`src/design/bounded_deque_with_search_unit_macros.svh`:
```
// Assertion helpers used by the deque RTL.
`ifndef BOUNDED_DEQUE_WITH_SEARCH_UNIT_MACROS_SVH
`define BOUNDED_DEQUE_WITH_SEARCH_UNIT_MACROS_SVH

// Checked at every clock edge outside of reset.
`define BDQ_ASSERT(label, prop, msg) \
   label: assert property (@(posedge clock) disable iff (reset) prop) else $error(msg);

// Checked at every clock edge, reset included.
`define BDQ_ASSERT_ALWAYS(label, prop, msg) \
   label: assert property (@(posedge clock) prop) else $error(msg);

`endif

```
`src/design/bdq_pkg.sv`:
```
`timescale 1ns / 1ps
`default_nettype none
package bdq_pkg;

   localparam int DEPTH_DEF      = 16;
   localparam int DATA_WIDTH_DEF = 32;
   localparam int OPCODE_W       = 3;
   localparam int STATUS_W       = 2;

   typedef enum logic [OPCODE_W-1:0] {
      OP_PUSH_FRONT = 3'd0,
      OP_PUSH_BACK  = 3'd1,
      OP_POP_FRONT  = 3'd2,
      OP_POP_BACK   = 3'd3,
      OP_SEARCH     = 3'd4
   } opcode_type;

   typedef enum logic [STATUS_W-1:0] {
      ST_OK    = 2'd0,
      ST_EMPTY = 2'd1,
      ST_FULL  = 2'd2
   } status_type;

   // Broadcast to every cell of the row.
   typedef struct packed {
      logic fire;
      logic push_front;
      logic pop_front;
      logic search;
   } cell_ctrl_type;

endpackage
`default_nettype wire

```
`src/design/bdq_cell.sv`:
```
`timescale 1ns / 1ps
`default_nettype none
module bdq_cell #(
   parameter int DATA_WIDTH = bdq_pkg::DATA_WIDTH_DEF
) (
   input  wire logic                    clock,
   input  wire bdq_pkg::cell_ctrl_type  ctrl,
   input  wire logic                    load_back,
   input  wire logic                    live,
   input  wire logic [DATA_WIDTH-1:0]   key,
   input  wire logic [DATA_WIDTH-1:0]   left_data,
   input  wire logic [DATA_WIDTH-1:0]   right_data,
   output logic      [DATA_WIDTH-1:0]   data_ff,
   output logic                         match_ff
);
   import bdq_pkg::*;

   logic [DATA_WIDTH-1:0] data_in;
   logic                  match_in;

   // A push at the front moves every entry one cell toward the back;
   // a pop at the front moves every entry one cell toward the front.
   always_comb begin
      if (ctrl.push_front) begin
         data_in = left_data;
      end else if (ctrl.pop_front) begin
         data_in = right_data;
      end else if (load_back) begin
         data_in = key;
      end else begin
         data_in = data_ff;
      end
      match_in = ctrl.search && live && (data_ff == key);
   end

   always_ff @(posedge clock) begin
      data_ff <= data_in;
      if (ctrl.fire) begin
         match_ff <= match_in;
      end
   end

endmodule
`default_nettype wire

```
`src/design/bounded_deque_with_search_unit.sv`:
```
// Channel | Direction | tdata fields, lowest bit first
// req_    | in        | opcode[2:0], value[DATA_WIDTH-1:0], zero pad to bytes
// rsp_    | out       | status[1:0], found, occupancy_after, zero pad to bytes
//
// One item is accepted per cycle while req_tready is high; each result passes the
// compare stage and then the output register. The row of cells shifts, loads and
// compares in the accepting cycle; per-cell match bits are ORed into the found bit.
// Reset clears the occupancy and the pipeline valid bits; cell contents are not reset.
// A stalled result holds the output register, and the intake stops only once the
// compare stage behind it is also occupied.
`timescale 1ns / 1ps
`default_nettype none
`include "bounded_deque_with_search_unit_macros.svh"
module bounded_deque_with_search_unit #(
   parameter int DEPTH      = bdq_pkg::DEPTH_DEF,
   parameter int DATA_WIDTH = bdq_pkg::DATA_WIDTH_DEF,
   localparam int OCC_W     = $clog2(DEPTH + 1),
   localparam int REQ_W     = ((bdq_pkg::OPCODE_W + DATA_WIDTH + 7) / 8) * 8,
   localparam int RSP_W     = ((bdq_pkg::STATUS_W + 1 + OCC_W + 7) / 8) * 8
) (
   input  wire logic             clock,
   input  wire logic             reset,
   input  wire logic             req_tvalid,
   output logic                  req_tready,
   input  wire logic [REQ_W-1:0] req_tdata,  // opcode, value
   output logic                  rsp_tvalid,
   input  wire logic             rsp_tready,
   output logic      [RSP_W-1:0] rsp_tdata   // status, found, occupancy_after
);
   import bdq_pkg::*;

   opcode_type            opcode;
   logic [DATA_WIDTH-1:0] key;
   logic                  accept;
   logic                  advance;
   logic                  full;
   logic                  empty;
   logic                  push_back_ok;
   cell_ctrl_type         ctrl;

   logic [OCC_W-1:0]      occ_ff, occ_in;
   status_type            status_in;

   logic                  s1_valid_ff, s1_valid_in;
   status_type            s1_status_ff;
   logic [OCC_W-1:0]      s1_occ_ff;

   logic                  rsp_valid_ff, rsp_valid_in;
   status_type            rsp_status_ff;
   logic                  rsp_found_ff;
   logic [OCC_W-1:0]      rsp_occ_ff;

   logic [DATA_WIDTH-1:0] cell_data [DEPTH];
   logic [DEPTH-1:0]      cell_match;

   assign opcode  = opcode_type'(req_tdata[OPCODE_W-1:0]);
   assign key     = req_tdata[OPCODE_W +: DATA_WIDTH];
   assign advance = !rsp_valid_ff || rsp_tready;
   assign req_tready = !s1_valid_ff || advance;
   assign accept  = req_tvalid && req_tready;
   assign full    = (occ_ff == OCC_W'(DEPTH));
   assign empty   = (occ_ff == '0);

   always_comb begin
      status_in       = ST_OK;
      occ_in          = occ_ff;
      ctrl.fire       = accept;
      ctrl.push_front = 1'b0;
      ctrl.pop_front  = 1'b0;
      ctrl.search     = 1'b0;
      push_back_ok    = 1'b0;
      case (opcode)
         OP_PUSH_FRONT, OP_PUSH_BACK: begin
            if (full) begin
               status_in = ST_FULL;
            end else begin
               occ_in          = occ_ff + OCC_W'(1);
               ctrl.push_front = accept && (opcode == OP_PUSH_FRONT);
               push_back_ok    = accept && (opcode == OP_PUSH_BACK);
            end
         end
         OP_POP_FRONT, OP_POP_BACK: begin
            if (empty) begin
               status_in = ST_EMPTY;
            end else begin
               occ_in         = occ_ff - OCC_W'(1);
               ctrl.pop_front = accept && (opcode == OP_POP_FRONT);
            end
         end
         OP_SEARCH: begin
            ctrl.search = 1'b1;
         end
         default: begin
         end
      endcase
   end

   // Cell 0 holds the front entry; live entries fill cells 0 to occupancy-1.
   for (genvar i = 0; i < DEPTH; i++) begin : g_cell
      logic [DATA_WIDTH-1:0] left_data;
      logic [DATA_WIDTH-1:0] right_data;
      if (i == 0) begin : g_first
         assign left_data = key;
      end else begin : g_inner_left
         assign left_data = cell_data[i-1];
      end
      if (i == DEPTH - 1) begin : g_last
         assign right_data = cell_data[i];
      end else begin : g_inner_right
         assign right_data = cell_data[i+1];
      end
      bdq_cell #(
         .DATA_WIDTH (DATA_WIDTH)
      ) u_cell (
         .clock      (clock),
         .ctrl       (ctrl),
         .load_back  (push_back_ok && (occ_ff == OCC_W'(i))),
         .live       (OCC_W'(i) < occ_ff),
         .key        (key),
         .left_data  (left_data),
         .right_data (right_data),
         .data_ff    (cell_data[i]),
         .match_ff   (cell_match[i])
      );
   end

   always_comb begin
      if (accept) begin
         s1_valid_in = 1'b1;
      end else if (advance) begin
         s1_valid_in = 1'b0;
      end else begin
         s1_valid_in = s1_valid_ff;
      end
      rsp_valid_in = advance ? s1_valid_ff : rsp_valid_ff;
   end

   always_ff @(posedge clock) begin
      if (reset) begin
         occ_ff       <= '0;
         s1_valid_ff  <= 1'b0;
         rsp_valid_ff <= 1'b0;
      end else begin
         s1_valid_ff  <= s1_valid_in;
         rsp_valid_ff <= rsp_valid_in;
         if (accept) begin
            occ_ff <= occ_in;
         end
      end
   end

   always_ff @(posedge clock) begin
      if (accept) begin
         s1_status_ff <= status_in;
         s1_occ_ff    <= occ_in;
      end
      if (advance && s1_valid_ff) begin
         rsp_status_ff <= s1_status_ff;
         rsp_found_ff  <= |cell_match;
         rsp_occ_ff    <= s1_occ_ff;
      end
   end

   assign rsp_tvalid = rsp_valid_ff;
   assign rsp_tdata  = RSP_W'({rsp_occ_ff, rsp_found_ff, rsp_status_ff});

   // The occupancy is unknown until the first reset edge has been seen.
   `BDQ_ASSERT_ALWAYS(a_occ_bound,
      reset || occ_ff <= OCC_W'(DEPTH),
      "occupancy above depth")
   `BDQ_ASSERT(a_full_push_drops,
      accept && full && (opcode == OP_PUSH_BACK || opcode == OP_PUSH_FRONT)
         |=> occ_ff == OCC_W'(DEPTH),
      "push on full queue changed occupancy")
   `BDQ_ASSERT(a_empty_pop_holds,
      accept && empty && (opcode == OP_POP_FRONT || opcode == OP_POP_BACK)
         |=> occ_ff == '0,
      "pop on empty queue changed occupancy")
   `BDQ_ASSERT(a_found_ok,
      rsp_valid_ff && rsp_found_ff |-> rsp_status_ff == ST_OK && rsp_occ_ff != '0,
      "match reported with bad status or empty queue")
   `BDQ_ASSERT(a_stage_order,
      s1_valid_ff && !advance |-> !accept,
      "item taken over a stalled compare stage")

endmodule
`default_nettype wire

```
`config.mk`:
```
export PLATFORM = sky130hd
export DESIGN_NAME = bounded_deque_with_search_unit
export DESIGN_NICKNAME = d
export VERILOG_FILES = /design/src/design/bdq_pkg.sv /design/src/design/bdq_cell.sv /design/src/design/bounded_deque_with_search_unit.sv
export VERILOG_INCLUDE_DIRS = /design/src /design/src/design
export SDC_FILE = /design/constraint.sdc
export NUM_CORES = 1
export LEC_CHECK = 0
export BUFFER_PORTS_ARGS = -buffer_cell sky130_fd_sc_hd__buf_2
export CAP_MARGIN = 5
export CORE_ASPECT_RATIO = 1.4
export CORE_MARGIN = 3
export CORE_UTILIZATION = 58
export CTS_BUF_LIST = sky130_fd_sc_hd__clkbuf_16
export CTS_CLUSTER_DIAMETER = 50
export DETAILED_ROUTE_END_ITERATION = 12
export PLACE_DENSITY = 0.78
export SETUP_SLACK_MARGIN = 0.02
export SYNTH_ARGS = -nofsm -noshare
export SYNTH_HDL_FRONTEND = slang
export SYNTH_HIERARCHICAL = 1
export SYNTH_SLANG_ARGS = --single-unit
```
`constraint.sdc`:
```
create_clock -name clock -period 3.5 [get_ports clock]
set_input_delay 0.35 -clock clock [delete_from_list [all_inputs] [get_ports clock]]
set_output_delay 0.35 -clock clock [all_outputs]
set_load 0.1 [all_outputs]
```
==> results.yml <==
yosys:
  syn_inst: 3118
  synth.top_cell.area_share_pct: 48.7
  synthFlopType: "edfxtp_1"
  ys_top_cells_by_area: "edfxtp_1 (49%), mux2i_1 (15%), o21ai_0 (7.8%), xnor2_1 (6.7%), xor2_1 (6.7%)"
  ys_seq_elements: 550
  synth_top_family_by_area: "multiplexers"
  synthMuxAreaShare_pct: 15.3
  synth_edf_count: 543
  synth_seq_area_share_pct: 49.1
  synth_area_leader_cell: "edfxtp_1"
  yosysUniqueCellTypes: 47
  synth_nets: 3167
  ys_warn_count: 6
  synth-compound-area-share_pct: 8.34
  synth_async_sr_flop_share_pct: 0
  synth_area_um2: 33500
  synthAdderAreaFrac_pct: 0.187
  synthXorXnorAreaFrac_pct: 13.5
  avgSynthCellArea_um2: 10.7
  synthSimpleGateAreaFrac_pct: 11.1
detailed_routing:
  met1_length_um: 30900
  num_vias: 23500
  avgRoutedWirePerCell_um: 21.4
  firstDrtPassIters: 7
  route.met2.wl_um: 42900
  drc: 0
  top_layer: "met5"
  wl_met3_um: 4410
  ant_nets: 0
  totalWireLength_um: 83700
  detail_route.iter0.violations: 1980
  vias_per_cell: 5.99
finish:
  fin_nets: 3183
  areaGrowthSynthToFinish_pct: 10.1
  fin_area_um2: 36900
  drive_gt1_share_pct: 8.06
setup_path:
  cp_data_arrival_time_ns: 3.61
  cp_max_fo: 34
  reg2reg_to: "g_cell[5].u_cell/data_ff[10]"
  worstSetupStartpointType: "register"
  crit_type: "reg2reg"
  critPathLaunch: "occ_ff[1]"
  reg2regPathDepth: 10
  worstPathRequired_ns: 3.84
  reg2reg_slack_ns: 0.23
  end_kind: "register"
  reg2reg_from: "occ_ff[1]"
cts:
  clock-sinks: 550
  postCtsResizedCells: 0
  h-tree-depth: 2
  numCtsBuffers: 57
  cts_hold_repair.buffers: 1
  clk_latency_ns: 0.63
  cts-root-buf: "clkbuf_16"
  tritoncts: "built"
  clk_pin_slew_ns: 0.06
  clock_path_buffers: 3
  cts_setup_buffers: 0
floorplanning:
  top_level_ports: 54
  rows: 103
  start_util_pct: 59.0
  core_area_um2: 56700
  fp.dieH_um: 290
  die-area_um2: 60700
  die_x_um: 209
timing:
  slew_violations: 0
  relSlewSlack_pct: 25.7
  period_share_pct: 93.4
  worstMarginPinSlew_ns: 1.11
  max_freq_mhz: 306
  grt_setup_unrepaired: "no"
  setup_viol: 0
  hold_viol: 0
  tns_ns: 0
  clock_skew_ns: 0.0265
  finalCriticalPeriod_ns: 3.27
placement:
  placed_cell_area_um2: 35100
  numPortBuffers: 48
  dp_hpwl_um: 58000
  place_congestion: 0.868
pwr:
  ir_drop_mv: 0.549
  leakage_nw: 10.7
  pwr_density_cell_nw_per_um2: 412
outcome:
  outcome: "complete, no violations"
flow_run:
  maxCapViolCount: 0
hold_path:
  hold_end: "rsp_tvalid"
  holdPathStages: 4
  hold_start: "rsp_tready"
  holdCritPathClass: "in2reg"
global_routing:
  grt_pass1_wl_um: 131000
  grt-ovfl-total: 0
  grt_max_degree: 129
  grt_usage_pct: 27.0
  grt_pass1_vias: 23200
  grt_antenna_before_repair: 13
synthesized netlist by cell type, types with 2 or more instances:
cell type and n:
a21o_1 3, a21oi_1 6, a221oi_2 2, a311oi_1 2, a31oi_1 2, and2_1 9, and2b_1 2, and3_1 8
and4_1 2, buf_2 65, clkbuf_1 119, dfxtp_1 7, edfxtp_1 543, ha_1 5, inv_1 7, mux2i_1 512
nand2_1 524, nand2b_1 3, nand3_1 35, nand4_1 66, nor2_1 13, nor2b_1 2, nor3_1 6, nor3_2 16
nor3b_1 3, nor4_1 69, nor4b_1 2, o21ai_0 519, o21bai_1 3, or3_1 19, or4_1 16, xnor2_1 257
xor2_1 257
routing by layer:
layer	track usage, %	vias up
li1	-	11300
met5	0	-
met2	47.2	645
met4	15.9	4
met3	3.96	222
met1	31.3	11300
placed cells by master, fill, tap and decap left out, types with 6 or more instances in the layout:
master     instances
a21oi_1            6
and2_1             9
and3_1             8
buf_12            40
buf_2             48
buf_4             54
clkbuf_16         59
clkinv_1          12
clkinv_2           7
dfxtp_1            6
diode_2            9
edfxtp_1         543
inv_1             23
mux2i_1          512
nand2_1          524
nand3_1           35
nand4_1           66
nor2_1            13
nor3_2            17
nor4_1            69
o21ai_0          519
or3_4             16
or4_1             16
xnor2_1          257
xor2_1           257
how the worst max path moves through the flow:
stage	endpoint	depth (start not counted)
floorplan	g_cell[0].u_cell/data_ff[0]	7
global placement	g_cell[5].u_cell/data_ff[3]	10
detailed placement	g_cell[5].u_cell/data_ff[10]	10
CTS	g_cell[5].u_cell/data_ff[10]	10
global route	g_cell[1].u_cell/data_ff[6]	8
finish	g_cell[5].u_cell/data_ff[10]	10
registers in the layout, summed over array words and instances (netlist names):
signal and cells:
s1_occ_ff 5, g_cell.u_cell/match_ff 16, rsp_found_ff 1, rsp_tvalid 1, rsp_status_ff 2, occ_ff 5
s1_valid_ff 1, rsp_occ_ff 5, s1_status_ff 2, g_cell.u_cell/data_ff 512
final cells by class:
cell class / count / area, um^2
timing repair buffer: 143 / 1460
clock inverter: 42 / 205
antenna: 9 / 22.5
sequential: 550 / 16400
fill: 4406 / 19800
multi-input combinational: 2375 / 16300
clock buffer: 59 / 1480
tap: 735 / 920
inverter: 7 / 26.3
worst max-delay path, cell delays in order (launching register included):
cell and delay [ns]:
dfxtp_1 0.59, inv_1 0.25, ha_1 0.32, or4b_4 0.26, nand2_1 0.12, nor3_2 0.25, buf_12 0.19, buf_12 0.29
buf_4 0.35, mux2i_1 0.22, o21ai_0 0.11
report_power, final:
part | internal, mW | switching [mW] | total (mW) | leakage, nW
logic | 0.677 | 1.10 | 1.78 | 4.81
registers | 7.57 | 0.192 | 7.76 | 5.03
clock network | 3.03 | 2.61 | 5.65 | 0.888
total | 11.3 | 3.91 | 15.2 | 10.7
cell families after synthesis:
family                     after synthesis
and+or+nand+nor                        800
adders and majority gates                5
xor gates and xnor gates               514
buffers and inverters                  193
DFF                                    550
AOI/OAI and AO/OA                      544
muxes                                  512
stage by stage:
step / hold slack (ns) / worst slack [ns] / total power, mW / cells / util [%]
after floorplan: 0.400 / 0.154 / 8.97 / 3118 / -
after detailed placement: 0.410 / 0.324 / 9.66 / 3809 / 62.0
final: 0.0702 / 0.231 / 15.2 / 3920 / 65.0
after global routing: 0.0576 / 0.120 / 15.7 / 3916 / 65.0
after CTS: 0.0382 / 0.292 / 15.3 / 3911 / 65.0
after global placement: 0.406 / 0.424 / 9.57 / 3809 / 62.0
Note: power is estimated with default switching activity, not from simulation.
